--- src/rtl/core/askpfd_pkg.sv ---
// Shared types, constants and register indexes for the ASK pulse frame decoder.
// Depends on nothing; every other file of the block refers to it by scoped names.
package askpfd_pkg;

	localparam int TICK_W     = 8;
	localparam int HOST_W     = 8;
	localparam int NIBBLE_W   = 4;
	localparam int LEVEL_W    = 8;
	localparam int CFG_IDX_W  = 3;
	localparam int CFG_DATA_W = 8;

	localparam int FRAME_BITS_DEF = 24;

	// Configuration register indexes.
	localparam logic [CFG_IDX_W-1:0] REG_SHORT_MIN      = 3'd0;
	localparam logic [CFG_IDX_W-1:0] REG_SHORT_MAX      = 3'd1;
	localparam logic [CFG_IDX_W-1:0] REG_LONG_MIN       = 3'd2;
	localparam logic [CFG_IDX_W-1:0] REG_LONG_MAX       = 3'd3;
	localparam logic [CFG_IDX_W-1:0] REG_HOST_ADDRESS   = 3'd4;
	localparam logic [CFG_IDX_W-1:0] REG_DEVICE_ADDRESS = 3'd5;

	// Register values after reset.
	localparam logic [TICK_W-1:0]   SHORT_MIN_RST      = 8'd4;
	localparam logic [TICK_W-1:0]   SHORT_MAX_RST      = 8'd14;
	localparam logic [TICK_W-1:0]   LONG_MIN_RST       = 8'd16;
	localparam logic [TICK_W-1:0]   LONG_MAX_RST       = 8'd60;
	localparam logic [HOST_W-1:0]   HOST_ADDRESS_RST   = 8'd120;
	localparam logic [NIBBLE_W-1:0] DEVICE_ADDRESS_RST = 4'd1;

	// Class of one pulse: length and the level it had.
	typedef enum logic [1:0] {
		PULSE_SHORT_LOW  = 2'd0,
		PULSE_SHORT_HIGH = 2'd1,
		PULSE_LONG_LOW   = 2'd2,
		PULSE_LONG_HIGH  = 2'd3
	} pulse_code_t;

	typedef struct packed {
		logic [TICK_W-1:0] short_min;
		logic [TICK_W-1:0] short_max;
		logic [TICK_W-1:0] long_min;
		logic [TICK_W-1:0] long_max;
	} window_t;

	typedef struct packed {
		logic        valid;
		pulse_code_t code;
	} pulse_class_t;

endpackage

--- src/rtl/core/askpfd_if.sv ---
// Handshake channel interfaces of the ASK pulse frame decoder: pulse edges in,
// decoded frames out, and the configuration write channel. Depends on askpfd_pkg.
interface askpfd_pulse_if;
	logic                            valid;
	logic                            ready;
	logic                            new_level;
	logic [askpfd_pkg::TICK_W-1:0]   pulse_ticks;
	logic                            timeout;

	modport source (output valid, new_level, pulse_ticks, timeout, input ready);
	modport sink   (input valid, new_level, pulse_ticks, timeout, output ready);
endinterface

interface askpfd_frame_if;
	logic                            valid;
	logic                            ready;
	logic [askpfd_pkg::HOST_W-1:0]   frame_host;
	logic [askpfd_pkg::NIBBLE_W-1:0] frame_device;
	logic [askpfd_pkg::NIBBLE_W-1:0] frame_mode;
	logic [askpfd_pkg::LEVEL_W-1:0]  frame_level;
	logic                            address_match;
	logic [askpfd_pkg::NIBBLE_W-1:0] action_mode;
	logic [askpfd_pkg::LEVEL_W-1:0]  action_level;

	modport source (output valid, frame_host, frame_device, frame_mode, frame_level,
		address_match, action_mode, action_level, input ready);
	modport sink   (input valid, frame_host, frame_device, frame_mode, frame_level,
		address_match, action_mode, action_level, output ready);
endinterface

interface askpfd_cfg_if;
	logic                              valid;
	logic                              ready;
	logic [askpfd_pkg::CFG_IDX_W-1:0]  index;
	logic [askpfd_pkg::CFG_DATA_W-1:0] data;

	modport source (output valid, index, data, input ready);
	modport sink   (input valid, index, data, output ready);
endinterface

--- src/rtl/core/askpfd_classify.sv ---
// Pulse classifier: sorts one pulse into short or long by exclusive tick windows.
// Depends on askpfd_pkg for the window and class types.
module askpfd_classify (
	input  logic                          new_level,
	input  logic [askpfd_pkg::TICK_W-1:0] pulse_ticks,
	input  logic                          timeout,
	input  askpfd_pkg::window_t           win,
	output askpfd_pkg::pulse_class_t      pclass
);

	logic is_short;
	logic is_long;

	assign is_short = (pulse_ticks > win.short_min) && (pulse_ticks < win.short_max);
	assign is_long  = (pulse_ticks > win.long_min) && (pulse_ticks < win.long_max);

	// The short window wins when the two overlap. A high new level means the
	// pulse that just ended was low.
	always_comb begin
		pclass.valid = !timeout && (is_short || is_long);
		if (is_short) begin
			pclass.code = new_level ? askpfd_pkg::PULSE_SHORT_LOW
				: askpfd_pkg::PULSE_SHORT_HIGH;
		end else begin
			pclass.code = new_level ? askpfd_pkg::PULSE_LONG_LOW
				: askpfd_pkg::PULSE_LONG_HIGH;
		end
	end

endmodule

--- src/rtl/core/ask_pulse_frame_decoder.sv ---
// ASK pulse frame decoder, top level. Depends on askpfd_pkg, askpfd_if, askpfd_classify.
// Throughput: one pulse edge per clock cycle while the input is not stalled, set by the
// single pass through the classifier, pair check and frame shift register between the input
// and result registers. The last edge of a frame is held in the input register and its result
// then loads into the result register; the input stalls only while a result waits and the held
// edge would finish another frame. Reset (arst_n low): state clears, registers take defaults.
module ask_pulse_frame_decoder #(
	parameter int FRAME_BITS = askpfd_pkg::FRAME_BITS_DEF
) (
	input  logic            clk,
	input  logic            arst_n,
	askpfd_pulse_if.sink    pulse,
	askpfd_frame_if.source  frame,
	askpfd_cfg_if.sink      cfg
);

	localparam int CNT_W = $clog2(FRAME_BITS + 1);

	// Configuration registers.
	askpfd_pkg::window_t                win_q;
	logic [askpfd_pkg::HOST_W-1:0]      host_address_q;
	logic [askpfd_pkg::NIBBLE_W-1:0]    device_address_q;

	// Input stage: one pulse edge held for the decode pass.
	logic                               valid_s1;
	logic                               new_level_s1;
	logic [askpfd_pkg::TICK_W-1:0]      pulse_ticks_s1;
	logic                               timeout_s1;

	// Decoder state.
	askpfd_pkg::pulse_code_t            first_code_q;
	logic                               half_q;
	logic [CNT_W-1:0]                   cnt_q;
	logic [FRAME_BITS-1:0]              shift_q;
	logic [askpfd_pkg::NIBBLE_W-1:0]    stored_mode_q;
	logic [askpfd_pkg::LEVEL_W-1:0]     stored_level_q;

	// Result register.
	logic                               res_valid_q;

	askpfd_pkg::pulse_class_t           pclass;
	logic                               adv;
	logic                               step;
	logic                               bit_ok;
	logic                               bit_val;
	logic [CNT_W-1:0]                   cnt_inc;
	logic                               frame_done;
	logic                               load_res;
	logic [FRAME_BITS-1:0]              shift_next;
	logic [askpfd_pkg::HOST_W-1:0]      host_w;
	logic [askpfd_pkg::NIBBLE_W-1:0]    dev_w;
	logic [askpfd_pkg::NIBBLE_W-1:0]    mode_w;
	logic [askpfd_pkg::LEVEL_W-1:0]     level_w;
	logic                               match_w;

	// The decode stage moves whenever the result register is free or being
	// drained. An edge that finishes no frame moves even while a finished frame
	// waits, so only an edge that would finish a second frame stalls the input.
	assign adv         = !res_valid_q || frame.ready || !frame_done;
	assign pulse.ready = !valid_s1 || adv;
	assign step        = valid_s1 && adv;

	// The user must write configuration only while the decoder is idle; the block does not enforce it.
	assign cfg.ready = 1'b1;

	askpfd_classify u_classify (
		.new_level   (new_level_s1),
		.pulse_ticks (pulse_ticks_s1),
		.timeout     (timeout_s1),
		.win         (win_q),
		.pclass      (pclass)
	);

	// A data bit is short high then long low (zero) or long high then short low (one).
	always_comb begin
		bit_ok  = 1'b0;
		bit_val = 1'b0;
		if (first_code_q == askpfd_pkg::PULSE_SHORT_HIGH
				&& pclass.code == askpfd_pkg::PULSE_LONG_LOW) begin
			bit_ok = 1'b1;
		end else if (first_code_q == askpfd_pkg::PULSE_LONG_HIGH
				&& pclass.code == askpfd_pkg::PULSE_SHORT_LOW) begin
			bit_ok  = 1'b1;
			bit_val = 1'b1;
		end
	end

	assign shift_next = {shift_q[FRAME_BITS-2:0], bit_val};
	assign cnt_inc    = cnt_q + CNT_W'(1);
	assign frame_done = pclass.valid && half_q && bit_ok && (cnt_inc == CNT_W'(FRAME_BITS));
	assign load_res   = step && frame_done;

	// The first 24 bits of the frame, oldest first, carry host, device, mode and level.
	assign host_w  = shift_next[FRAME_BITS-1:FRAME_BITS-8];
	assign dev_w   = shift_next[FRAME_BITS-9:FRAME_BITS-12];
	assign mode_w  = shift_next[FRAME_BITS-13:FRAME_BITS-16];
	assign level_w = shift_next[FRAME_BITS-17:FRAME_BITS-24];
	assign match_w = (host_w == host_address_q) && (dev_w == device_address_q);

	always_ff @(posedge clk or negedge arst_n) begin
		if (!arst_n) begin
			win_q.short_min  <= askpfd_pkg::SHORT_MIN_RST;
			win_q.short_max  <= askpfd_pkg::SHORT_MAX_RST;
			win_q.long_min   <= askpfd_pkg::LONG_MIN_RST;
			win_q.long_max   <= askpfd_pkg::LONG_MAX_RST;
			host_address_q   <= askpfd_pkg::HOST_ADDRESS_RST;
			device_address_q <= askpfd_pkg::DEVICE_ADDRESS_RST;
		end else if (cfg.valid && cfg.ready) begin
			case (cfg.index)
				askpfd_pkg::REG_SHORT_MIN:      win_q.short_min  <= cfg.data;
				askpfd_pkg::REG_SHORT_MAX:      win_q.short_max  <= cfg.data;
				askpfd_pkg::REG_LONG_MIN:       win_q.long_min   <= cfg.data;
				askpfd_pkg::REG_LONG_MAX:       win_q.long_max   <= cfg.data;
				askpfd_pkg::REG_HOST_ADDRESS:   host_address_q   <= cfg.data;
				askpfd_pkg::REG_DEVICE_ADDRESS: device_address_q <= cfg.data[3:0];
				default: begin
				end
			endcase
		end
	end

	// Input stage.
	always_ff @(posedge clk or negedge arst_n) begin
		if (!arst_n) begin
			valid_s1 <= 1'b0;
		end else if (pulse.ready) begin
			valid_s1 <= pulse.valid;
		end
	end

	always_ff @(posedge clk) begin
		if (pulse.valid && pulse.ready) begin
			new_level_s1   <= pulse.new_level;
			pulse_ticks_s1 <= pulse.pulse_ticks;
			timeout_s1     <= pulse.timeout;
		end
	end

	// Pair and frame state. A timeout, a pulse outside both windows or a
	// pair that is not a data bit drops the partial frame. The shift
	// register keeps stale bits; only the last FRAME_BITS ever matter.
	always_ff @(posedge clk or negedge arst_n) begin
		if (!arst_n) begin
			first_code_q   <= askpfd_pkg::PULSE_SHORT_LOW;
			half_q         <= 1'b0;
			cnt_q          <= '0;
			shift_q        <= '0;
			stored_mode_q  <= '0;
			stored_level_q <= '0;
		end else if (step) begin
			if (!pclass.valid) begin
				half_q <= 1'b0;
				cnt_q  <= '0;
			end else if (!half_q) begin
				first_code_q <= pclass.code;
				half_q       <= 1'b1;
			end else if (!bit_ok) begin
				half_q <= 1'b0;
				cnt_q  <= '0;
			end else begin
				half_q  <= 1'b0;
				shift_q <= shift_next;
				if (frame_done) begin
					cnt_q <= '0;
					if (match_w) begin
						stored_mode_q  <= mode_w;
						stored_level_q <= level_w;
					end
				end else begin
					cnt_q <= cnt_inc;
				end
			end
		end
	end

	// Result register.
	always_ff @(posedge clk or negedge arst_n) begin
		if (!arst_n) begin
			res_valid_q <= 1'b0;
		end else if (load_res) begin
			res_valid_q <= 1'b1;
		end else if (frame.ready) begin
			res_valid_q <= 1'b0;
		end
	end

	always_ff @(posedge clk) begin
		if (load_res) begin
			frame.frame_host    <= host_w;
			frame.frame_device  <= dev_w;
			frame.frame_mode    <= mode_w;
			frame.frame_level   <= level_w;
			frame.address_match <= match_w;
			frame.action_mode   <= match_w ? mode_w : stored_mode_q;
			frame.action_level  <= match_w ? level_w : stored_level_q;
		end
	end

	assign frame.valid = res_valid_q;

	// The bit counter wraps to zero at the frame length and never holds it.
	a_cnt_range: assert property (@(posedge clk) disable iff (!arst_n)
		cnt_q < CNT_W'(FRAME_BITS))
		else $error("bit counter reached the frame length");

	// A matching frame reports the action it has just stored.
	a_match_action: assert property (@(posedge clk) disable iff (!arst_n)
		(frame.valid && frame.address_match) |->
		(frame.action_mode == frame.frame_mode && frame.action_level == frame.frame_level))
		else $error("matching frame does not report its own action");

	// A timed-out edge drops any partial bit and frame.
	a_timeout_clear: assert property (@(posedge clk) disable iff (!arst_n)
		(step && timeout_s1) |=> (!half_q && cnt_q == '0))
		else $error("timeout did not clear the pair and bit counts");

	// The stored action changes only when a frame result is loaded.
	a_store_on_frame: assert property (@(posedge clk) disable iff (!arst_n)
		(stored_mode_q != $past(stored_mode_q) || stored_level_q != $past(stored_level_q))
		|-> $past(load_res))
		else $error("stored action changed without a completed frame");

endmodule

--- src/flat_wrapper.sv ---
// flat-port wrapper written by rule: the top's interface ports become plain ports
module ask_pulse_frame_decoder_flat 
#(
	parameter int FRAME_BITS = askpfd_pkg::FRAME_BITS_DEF
)
  (clk, arst_n, pulse_valid, pulse_new_level, pulse_pulse_ticks, pulse_timeout, pulse_ready, frame_valid, frame_frame_host, frame_frame_device, frame_frame_mode, frame_frame_level, frame_address_match, frame_action_mode, frame_action_level, frame_ready, cfg_valid, cfg_index, cfg_data, cfg_ready);
  askpfd_pulse_if pulse_i ();
  askpfd_frame_if frame_i ();
  askpfd_cfg_if cfg_i ();
  input  logic clk;
  input  logic arst_n;
  input wire logic [$bits(pulse_i.valid)-1:0] pulse_valid;
  input wire logic [$bits(pulse_i.new_level)-1:0] pulse_new_level;
  input wire logic [$bits(pulse_i.pulse_ticks)-1:0] pulse_pulse_ticks;
  input wire logic [$bits(pulse_i.timeout)-1:0] pulse_timeout;
  output wire logic [$bits(pulse_i.ready)-1:0] pulse_ready;
  output wire logic [$bits(frame_i.valid)-1:0] frame_valid;
  output wire logic [$bits(frame_i.frame_host)-1:0] frame_frame_host;
  output wire logic [$bits(frame_i.frame_device)-1:0] frame_frame_device;
  output wire logic [$bits(frame_i.frame_mode)-1:0] frame_frame_mode;
  output wire logic [$bits(frame_i.frame_level)-1:0] frame_frame_level;
  output wire logic [$bits(frame_i.address_match)-1:0] frame_address_match;
  output wire logic [$bits(frame_i.action_mode)-1:0] frame_action_mode;
  output wire logic [$bits(frame_i.action_level)-1:0] frame_action_level;
  input wire logic [$bits(frame_i.ready)-1:0] frame_ready;
  input wire logic [$bits(cfg_i.valid)-1:0] cfg_valid;
  input wire logic [$bits(cfg_i.index)-1:0] cfg_index;
  input wire logic [$bits(cfg_i.data)-1:0] cfg_data;
  output wire logic [$bits(cfg_i.ready)-1:0] cfg_ready;
  assign pulse_i.valid = pulse_valid;
  assign pulse_i.new_level = pulse_new_level;
  assign pulse_i.pulse_ticks = pulse_pulse_ticks;
  assign pulse_i.timeout = pulse_timeout;
  assign pulse_ready = pulse_i.ready;
  assign frame_valid = frame_i.valid;
  assign frame_frame_host = frame_i.frame_host;
  assign frame_frame_device = frame_i.frame_device;
  assign frame_frame_mode = frame_i.frame_mode;
  assign frame_frame_level = frame_i.frame_level;
  assign frame_address_match = frame_i.address_match;
  assign frame_action_mode = frame_i.action_mode;
  assign frame_action_level = frame_i.action_level;
  assign frame_i.ready = frame_ready;
  assign cfg_i.valid = cfg_valid;
  assign cfg_i.index = cfg_index;
  assign cfg_i.data = cfg_data;
  assign cfg_ready = cfg_i.ready;
  ask_pulse_frame_decoder #(.FRAME_BITS(FRAME_BITS)) u_core (.clk(clk), .arst_n(arst_n), .pulse(pulse_i), .frame(frame_i), .cfg(cfg_i));
endmodule
--- config.mk ---
export PLATFORM = sky130hd
export DESIGN_NAME = ask_pulse_frame_decoder_flat
export DESIGN_NICKNAME = d
export VERILOG_FILES = /design/src/rtl/core/askpfd_pkg.sv /design/src/rtl/core/askpfd_if.sv /design/src/rtl/core/askpfd_classify.sv /design/src/rtl/core/ask_pulse_frame_decoder.sv /design/src/flat_wrapper.sv
export SDC_FILE = /design/constraint.sdc
export NUM_CORES = 1
export LEC_CHECK = 0
export CORE_MARGIN = 2
export CORE_UTILIZATION = 45
export DETAILED_ROUTE_END_ITERATION = 10
export DONT_BUFFER_PORTS = 1
export PLACE_DENSITY = 0.63
export SETUP_SLACK_MARGIN = 0.1
export SLEW_MARGIN = 15
export SYNTH_ARGS = -nofsm -noshare
export SYNTH_HDL_FRONTEND = slang
export SYNTH_HIERARCHICAL = 1
export SYNTH_SLANG_ARGS = --single-unit
--- constraint.sdc ---
create_clock -name clk -period 7 [get_ports clk]
set_input_delay 1.4 -clock clk [delete_from_list [all_inputs] [get_ports clk]]
set_output_delay 1.4 -clock clk [all_outputs]
set_load 0.05 [all_outputs]
== Word-level counts from Yosys, hierarchy flattened ==
Cells that the tools add are included.

* Memories kept: 0
* Register bits: 136
* Output and inout bits: 40
* Memory bits (read-only): 0
* Latch bits: 0
* Bits in writable memories: 0
* Input bits: 26

* Order comparisons: 4
* Divide/modulo/power cells: 0
* Reduce and logical (&&, ||, !) cells: 33
* $add $sub $neg: 1
* Multiply operators: 0
* Eq/ne operators: 12
* Bitwise logic cells: 1
* Muxes and demuxes: 16
* Shifts and indexed selects: 0

{| class="wikitable"
|+ Operators with widths
! cell !! count
|-
| two-way mux 5 bit || 4
|-
| greater-than comparator 8 bit || 2
|-
| less-than comparator 8 bit || 2
|-
| AND reduction 2 bit || 7
|-
| logical AND 1 bit || 12
|-
| two-way mux 1 bit || 9
|-
| == test 8 bit || 1
|-
| two-way mux 8 bit || 1
|-
| == test 3 x 2 -> 1 bit, second input constant || 2
|-
| == test 3 bit, second input constant || 2
|-
| adder 5 x 1 -> 5 bit, second input constant || 1
|-
| == test 5 bit, second input constant || 1
|-
| AND reduction 5 bit || 1
|-
| == test 2 bit, second input constant || 2
|-
| == test 4 bit || 1
|-
| zero test 1 bit || 4
|-
| logical OR 1 bit || 4
|-
| two-way mux 4 bit || 1
|-
| AND reduction 4 bit || 1
|-
| == test 3 x 1 -> 1 bit, second input constant || 1
|-
| zero test 3 bit || 1
|-
| AND reduction 3 bit || 1
|-
| == test 2 x 1 -> 1 bit, second input constant || 1
|-
| zero test 2 bit || 1
|-
| 4 further kinds || 4
|}

== Longest topological paths before layout ==
Gate-level depths: netlist (run 1).

* Word-level depth: 14
* Mapped depth: 12
* Depth with buffers taken out: 12

== Cells and area by module ==
Netlist (run 1), hierarchy kept.

{| class="wikitable"
|+ Modules (own cells, without submodules)
! module !! instances !! area an instance (µm²) !! cells an instance !! sequential area each (µm²)
|-
| ask_pulse_frame_decoder || 1 || 5378.9 || 313 || 3656.0
|-
| askpfd_classify || 1 || 775.7 || 103 || 0.0
|}

== Least setup slack after synthesis (run 1) ==
Ideal clock, no wire load.

* Path kind: register to register
* Start: reg u_core/win_q[4] (netlist name)
* End: reg u_core/frame.action_level[0] (netlist name) (enable)
* Path slack: 1869 ps
* Data arrival time: 4654 ps
* Cell stages (with the launch flop): 10
* Library setup time: 477 ps
* Data required time: 6523 ps
* Period minus slack after synthesis: 5131 ps
* Path through: dfstp_2 inv_1 ha_1 a21o_1 a2111oi_2 o311ai_1 a21oi_1 and4b_4 nand3_4 nor3_1

{| class="wikitable"
|+ RTL lines
! element !! line !! RTL
|-
| start: declaration || ask_pulse_frame_decoder.sv:20 || <nowiki>askpfd_pkg::window_t win_q;</nowiki>
|-
| end signal: assignment || ask_pulse_frame_decoder.sv:195 || <nowiki>frame.action_level <= match_w ? level_w : stored_level_q;</nowiki>
|-
| end: declaration || askpfd_if.sv:26 || <nowiki>address_match, action_mode, action_level, input ready);</nowiki>
|}

==> impl_metrics.ini, run 1 <==
[run]
drv_cap = 0

[floorplanning]
dieArea_mm2 = 0.01463
die_y_um = 121.0
fp.coreArea_mm2 = 0.01330
ios = 66
initial_core_util_pct = 46.29
die_w_um = 121.0
rows = 42

[synthesis]
ys_seq_area_share_pct = 59.40
synth_edf_count = 47
syn-num-nets = 474
synth_top_area_share_pct = 30.49
synth_seq_cells = 136
synthFlopType = dfrtp_1
yosysUniqueCellTypes = 53
synth_top_area_cell = dfrtp_1
syn_inst = 416
async_reset_ff_share_pct = 65.44
yosys_warnings = 6
synth_area_leaders = dfrtp_1 (30%), edfxtp_1 (23%), mux2_2 (15%)
synth_area_mm2 = 0.006155
avgSynthCellArea_um2 = 14.79

[layout]
antenna_cells = 0
nFillCells = 1133
nets = 490
layout-drive-gt1-share_pct = 35.96
area_growth_pct = 13.50
stdcell_count = 621

[sta]
relSlewSlack_pct = 26.15
tns_ns = 0
timing.hold.ws_ns = 0.5033
tightest_slew_ns = 1.103
setup_viol = 0
maxSlewViolCount = 0
layout_min_cycle_time_ns = 4.719
clock.fmax_ghz = 0.2119
fin_skew_ns = 0.005992
period_share_pct = 67.41
grt_setup_unrepaired = no
hold_violations = 0

[clocking]
clkTransAtPathRegs_ns = 0.05
ctsHoldBuffers = 0
cts_resized = 0
worstSkewPairLatency_ns = 0.41
cts_buffer_depth = 2
cts_sinks = 136
clockRootBuffer = clkbuf_16
htreeDepth = 4
tritoncts = yes
cts_setup_buffers = 0
cts-buffers-inserted = 17

[placement]
place_congestion = 0.7733
dp_hpwl_mm = 7.699
port_buffers = 0
dp.cells = 589

[drt]
route.detailed.drc = 0
firstDrtPassIters = 4
routedWlPerCell_um = 17.90
wl_mm = 11.12
vias = 3273
ant_nets = 0
via_per_inst = 5.271
drt_iter0_drc = 145

[critical_path]
crit_path_max_incr_delay_ns = 0.52
path_common_cell = inv_1
crit_fanout = 6
crit_required_ns = 5.60
cp-start-kind = register
cp_slowest_cell = dfstp_2
cp.arrival_ns = 3.32
end_kind = output port
crit_path_cell_trace = inv_1, ha_1, a21o_1, a2111oi_2, o311ai_1, a21oi_1, and4b_4, nand3_4, nor3_1, inv_1
path_class = register to output port

[power_and_ir_drop]
fin_total_pwr_w = 0.002111
p_per_area_mw_per_mm2 = 302.2
peakVddDrop_v = 0.0001479
power_leakage_nw = 2.932

[worst_hold_path]
hold_class = register to register

[grt]
grt_pass1_vias = 3525
grt_overflow = 0
antenna_found_initial = 1
grt_max_degree = 90
grt_usage_pct = 16.87
grt_pass1_wl_mm = 18.54

[outcome]
outcome = finished clean
[flip-flops by register name, indices dropped and copies added (netlist names), 2 cells and up]
| register | count |
|---|---|
| u_core/frame.frame_level | 8 |
| u_core/frame.frame_device | 4 |
| u_core/device_address_q | 4 |
| u_core/stored_level_q | 8 |
| u_core/win_q | 32 |
| u_core/host_address_q | 8 |
| u_core/shift_q | 23 |
| u_core/pulse_ticks_s1 | 8 |
| u_core/first_code_q | 2 |
| u_core/stored_mode_q | 4 |
| u_core/frame.action_mode | 4 |
| u_core/frame.frame_mode | 4 |
| u_core/cnt_q | 5 |
| u_core/frame.action_level | 8 |
| u_core/frame.frame_host | 8 |
[cell usage in the layout, fill, tap and decap left out, types with 4 or more instances in the layout]
| cell | n |
|---|---|
| xnor2_1 | 12 |
| nor2b_1 | 7 |
| mux2_4 | 10 |
| nand4_1 | 10 |
| a21oi_1 | 11 |
| dfstp_2 | 14 |
| o21ai_0 | 6 |
| ha_1 | 32 |
| nand2_1 | 10 |
| bufinv_16 | 4 |
| nand3_1 | 7 |
| buf_4 | 5 |
| mux2_2 | 84 |
| nor2_1 | 6 |
| clkbuf_16 | 17 |
| dfrtp_1 | 75 |
| edfxtp_1 | 47 |
| inv_1 | 32 |
[stage by stage]
stage	instance area (um2)	utilization, %	setup slack [ns]
after floorplan	6155	-	1.869
after global placement	6367	47.89	2.815
after detailed placement	6367	47.89	2.736
after CTS	6979	52.49	2.260
after global routing	6985	52.54	2.036
final	6985	52.54	2.281
[critical path, delay by kind of cell, from the launching register on]
kind / cells / cell delay, ns
compound gates: 4 / 1.02
fa+ha+maj: 1 / 0.28
buf+inv: 2 / 0.34
flops: 1 / 0.52
simple gates: 3 / 0.74
[final timing paths]
path,slack [ns],endpoint,start,cells past startpoint
min reg2reg,0.50,u_core/win_q[0],u_core/win_q[0],1
min in group asynchronous,0.68,u_core/shift_q[16],arst_n,0
max,2.28,pulse_ready,u_core/win_q[4],10
max in group asynchronous,6.08,u_core/win_q[3],arst_n,0
max reg2reg,3.02,u_core/frame.action_level[4],u_core/win_q[4],10
min,0.50,u_core/win_q[0],u_core/win_q[0],1
[area by class of cell]
class	count	area, um2	area share, %
sequential	136	3656	52.34
multi-input combinational	240	2340	33.49
clock buffer	19	432.9	6.197
tap	176	220.2	3.152
clock inverter	13	178.9	2.561
inverter	32	120.1	1.720
timing repair buffer	5	37.54	0.5373
[kinds of logic after synthesis]
| family | synth area share, % |
|---|---|
| flip-flops | 59.40 |
| multiplexers | 17.81 |
| AND/OR/NAND/NOR | 7.034 |
| buffers and inverters | 2.765 |
| AO/OA/AOI/OAI | 4.574 |
| adder cells (fa/ha/maj) | 6.505 |
| XOR/XNOR | 1.850 |
| other | 0.06093 |
[power by group]
part	internal (W)	switching [W]	total (W)
Sequential	0.000904	0.0000445	0.000949
Clock	0.000593	0.000328	0.000920
Combinational	0.000128	0.000114	0.000242
Total	0.00162	0.000486	0.00211
[Yosys cell counts (all sizes together), types with 3 or more instances]
library cell	count
inv	32
nand4	10
o21ai	7
nand2	10
a211o	3
nor2b	7
dfrtp	75
mux2	94
dfstp	14
nand3	8
clkbuf	3
nor2	8
ha	32
xnor2	12
buf	5
a21oi	12
edfxtp	47
nor3	4
[metal layers]
layer	GRT usage, %	part of all wire (%)	vias to the layer above
met1	20.98	45	1643
met5	0	0.12	-
met2	26.97	49	65
met3	5.592	4.1	18
li1	-	-	1545
met4	7.122	1.5	2
Note: power is estimated with default switching activity, not from simulation.
==> run 2: changes to the inputs <==
clock period = 4.7 ns   (was 7 ns; I/O delays follow)
==> run 2 against run 1 <==
Sequential power grew 49%. Hold slack got worse by 0.28 ns. Clock power up 41%.
==> impl_metrics.ini, run 2 (synthesized netlist as in run 1, its figures left out) <==
[layout]
area_growth_pct = 13.30
nets = 491
layout-drive-gt1-share_pct = 35.87
largest_reg_flops = 32
top_register = u_core/win_q
fin_util_pct = 52.45
top_regs = u_core/win_q (32), u_core/shift_q (23)
antenna_cells = 0
layout_common_cells = mux2_2 (84), dfrtp_1 (75), edfxtp_1 (47)
final_common_cell = mux2_2
design_area_mm2 = 0.006973

[placement]
dpl_cell_area_mm2 = 0.006381
place_congestion = 0.8720
preCtsSetupSlack_ns = 0.9324
port_buffers = 0
dp_hpwl_mm = 7.702

[sta]
hold_violations = 0
fin_ws_ns = 0.4162
tightest_slew_ns = 0.7181
clock.fmax_ghz = 0.2334
setup_viol = 0
relSlewSlack_pct = 51.92
period_share_pct = 91.14
fin_skew_ns = 0.009567
timing.hold.ws_ns = 0.2204
tns_ns = 0
maxSlewViolCount = 0
layout_min_cycle_time_ns = 4.284
grt_setup_unrepaired = no

[drt]
routedWlPerCell_um = 18.36
ant_nets = 0
via_per_inst = 5.322
drt_iter0_drc = 181
route.detailed.drc = 0
firstDrtPassIters = 4
wl_mm = 11.42
vias = 3310

[floorplanning]
initial_core_util_pct = 46.29
rows = 42
ios = 66
die_w_um = 121.0
die_y_um = 121.0
dieArea_mm2 = 0.01463
fp.coreArea_mm2 = 0.01330

[grt]
grt_overflow = 0
grt_pass1_vias = 3419
grt_pass1_wl_mm = 18.52
grt_usage_pct = 17.18
antenna_found_initial = 0
grt_max_degree = 90

[critical_path]
cp-start-kind = register
cp.arrival_ns = 3.34
r2r-start = u_core/win_q[4]
path_class = register to output port
crit_required_ns = 3.76
crit_fanout = 6
startpoint = u_core/win_q[4]
end_kind = output port

[power_and_ir_drop]
p_per_area_mw_per_mm2 = 439.9
peakVddDrop_v = 0.0003181
power_leakage_nw = 2.919

[run]
drv_cap = 0

[clocking]
clkTransAtPathRegs_ns = 0.06
cts_sinks = 136
worstSkewPairLatency_ns = 0.42
clockRootBuffer = clkbuf_16
cts_buffer_depth = 2
cts_setup_buffers = 0
tritoncts = yes
cts_resized = 0
ctsHoldBuffers = 0
htreeDepth = 4
cts-buffers-inserted = 17

[outcome]
outcome = finished clean

[worst_hold_path]
hold_class = input port to asynchronous set/reset pin
## run 2: cell count changes in the layout (fill, tap and decap cells not counted)
cell / delta
clkbuf_8: +2
buf_4: +1
nor4b_4: +1
bufinv_16: -2
nor4b_2: -1
clkinv_2: -2
inv_6: +2
clkinvlp_4: -1
clkbuf_1: +1
## run 2: cell type report
class                   instances  area, um2
clock buffers                  22      464.2
well taps                     176      220.2
inverters                      32      120.1
flip-flops and latches        136       3656
fillers                      1110       6322
clock inverters                10      118.9
multi-input cells             240       2349
repair buffers                  6      45.04
## run 2: worst max-delay path, cell delays in order, from the launching register on
cell and delay (ns):
dfstp_2 0.53, inv_1 0.04, ha_1 0.28, a21o_1 0.19, a2111oi_2 0.38, o311ai_1 0.23
a21oi_1 0.28, and4b_4 0.32, nand3_4 0.14, nor3_1 0.25, inv_1 0.28
## run 2: worst paths after layout
check	depth (start not counted)	slack, ns	end
hold reg to reg	0	0.49	u_core/frame.frame_host[7]
setup / recovery	10	0.42	pulse_ready
min in group clk	0	0.49	u_core/frame.frame_host[7]
hold / removal	0	0.22	u_core/half_q
max in group asynchronous	0	4.26	u_core/host_address_q[6]
setup reg to reg	10	1.20	u_core/shift_q[2]
## run 2: layer usage
metal	track usage (%)	up-vias	share of wire, %
met1	21.16	1682	45
met4	7.195	0	1.5
met5	0	-	0
li1	-	1555	-
met3	6.391	10	4.8
met2	27.21	63	49
## run 2: metrics by stage
step,power [W],cells
floorplan,0.001706,416
global placement,0.001775,590
detailed placement,0.001792,590
CTS,0.003104,622
global route,0.003220,622
finish,0.003067,622
## run 2: where the power goes
| group | switching, W | internal [W] |
|---|---|---|
| logic | 0.000167 | 0.000190 |
| registers | 0.0000663 | 0.00135 |
| clock network | 0.000487 | 0.000810 |
| total | 0.000720 | 0.00235 |
==> run 3: changes to the inputs <==
==> constraint.sdc (replaced) <==
create_clock -name clk -period 4.7 [get_ports clk]
set_input_delay 0.235 -clock clk [delete_from_list [all_inputs] [get_ports clk]]
set_output_delay 0.235 -clock clk [all_outputs]
set_load 0.05 [all_outputs]
==> run 3 against run 2 <==
Via count rose by 1.9%. Highest routed layer unchanged. Final cell count rose by 3.4%. Critical path depth did not move. Design area rose by 3.6%. Clock skew fell by 0.0043 ns. Count of clock-buffer cells in the layout fell by 4.
==> impl_metrics.ini, run 3 (synthesized netlist as in run 1, its figures left out) <==
[outcome]
outcome = finished clean

[layout]
regArea_mm2 = 0.003656
top_register = u_core/win_q
fin_util_pct = 54.33
layout_common_cells = mux2_2 (84), dfrtp_1 (75), edfxtp_1 (47)
nFillCells = 1050
multi_input_area_mm2 = 0.002340
antenna_cells = 0
largest_reg_flops = 32
layout-drive-gt1-share_pct = 34.69
nets = 513
top_regs = u_core/win_q (32), u_core/shift_q (23)
design_area_mm2 = 0.007223
final_common_cell = mux2_2
area_growth_pct = 17.36

[critical_path]
r2r-start = u_core/win_q[4]
startpoint = u_core/win_q[4]
path_class = register to output port
cp.arrival_ns = 3.29
crit_fanout = 6
crit_required_ns = 4.47
r2r_setup_slack_ns = 1.32
reg2reg_depth = 10
cp-start-kind = register
end_kind = output port
r2r-end = u_core/shift_q[17]

[sta]
tns_ns = 0
period_share_pct = 75.07
maxSlewViolCount = 0
timing.hold.ws_ns = 0.1770
fin_skew_ns = 0.005237
clock.fmax_ghz = 0.2834
layout_min_cycle_time_ns = 3.528
fin_ws_ns = 1.172
hold_violations = 0
relSlewSlack_pct = 28.11
tightest_slew_ns = 1.076
setup_viol = 0
grt_setup_unrepaired = no

[clocking]
cts_resized = 0
htreeDepth = 4
tritoncts = yes
cts_setup_buffers = 0
worstSkewPairLatency_ns = 0.41
clockRootBuffer = clkbuf_16
cts_sinks = 136
cts_buffer_depth = 2
ctsHoldBuffers = 21
clkTransAtPathRegs_ns = 0.06
cts-buffers-inserted = 17

[worst_hold_path]
holdCritStartpoint = cfg_index[1]
min_path_cells = 2
hold_class = input port to register
hold_end = u_core/host_address_q[0]

[power_and_ir_drop]
power_leakage_nw = 3.024
p_per_area_mw_per_mm2 = 439.3
peakVddDrop_v = 0.0002675

[floorplanning]
fp.coreArea_mm2 = 0.01330
die_w_um = 121.0
die_y_um = 121.0
dieArea_mm2 = 0.01463
rows = 42
ios = 66
initial_core_util_pct = 46.29

[drt]
route.detailed.drc = 0
wl_mm = 11.39
vias = 3374
routedWlPerCell_um = 17.71
drt_iter0_drc = 158
firstDrtPassIters = 4
ant_nets = 0
via_per_inst = 5.247

[placement]
dp_hpwl_mm = 7.667
place_congestion = 0.8152
dpl_cell_area_mm2 = 0.006389
preCtsSetupSlack_ns = 1.329
port_buffers = 0

[grt]
grt_overflow = 0
antenna_found_initial = 0
grt_pass1_vias = 3530
grt_max_degree = 90
grt_pass1_wl_mm = 18.57
grt_usage_pct = 16.80

[run]
drv_cap = 0
==> run 3: changes by cell type in the layout (fill, tap and decap cells not counted), moves of 2 or more <==
cell,delta
bufinv_16,+2
clkbuf_1,-2
clkbuf_8,-2
clkinv_4,-2
dlygate4sd3_1,+20
==> run 3: how the worst max path moves through the flow <==
stage	cells past startpoint	slack, ns	endpoint
after floorplan	9	0.71	u_core/frame.action_level[0]
after global placement	10	1.39	u_core/shift_q[19]
after detailed placement	10	1.33	u_core/shift_q[17]
after CTS	10	1.14	pulse_ready
after global routing	10	0.90	pulse_ready
final	10	1.17	pulse_ready
==> run 3: per-stage QoR <==
| stage | power (W) | cells |
|---|---|---|
| finish | 0.003173 | 643 |
| CTS | 0.003203 | 643 |
| global route | 0.003318 | 643 |
| global placement | 0.001770 | 591 |
| detailed placement | 0.001788 | 591 |
| floorplan | 0.001706 | 416 |
==> run 3: cell type report <==
| class | count | share of cell area, % |
|---|---|---|
| Multi-Input combinational cell | 240 | 32.39 |
| Clock buffer | 18 | 5.941 |
| Timing Repair Buffer | 28 | 3.880 |
| Tap cell | 176 | 3.049 |
| Inverter | 32 | 1.663 |
| Clock inverter | 13 | 2.460 |
| Sequential cell | 136 | 50.61 |
==> run 3: worst max-delay path: stages, from the launching register on <==
cell and delay (ns):
dfstp_2 0.52, inv_1 0.04, ha_1 0.28, a21o_1 0.19, a2111oi_2 0.34, o311ai_1 0.20, a21oi_1 0.26, and4b_4 0.32
nand3_4 0.14, nor3_1 0.28, inv_1 0.30
==> run 3: report_power, final <==
| part | total [W] | internal [W] | switching (W) |
|---|---|---|---|
| sequential | 0.00141 | 0.00135 | 0.0000660 |
| combinational | 0.000393 | 0.000204 | 0.000189 |
| clock | 0.00137 | 0.000881 | 0.000487 |
| total | 0.00317 | 0.00243 | 0.000742 |
==> run 3: routing by layer <==
layer	part of all wire, %	global-route usage, %	up-vias
li1	-	-	1589
met1	46	21.36	1715
met2	49	26.83	61
met3	3.5	5.310	9
met4	1.0	6.468	0
met5	0	0	-
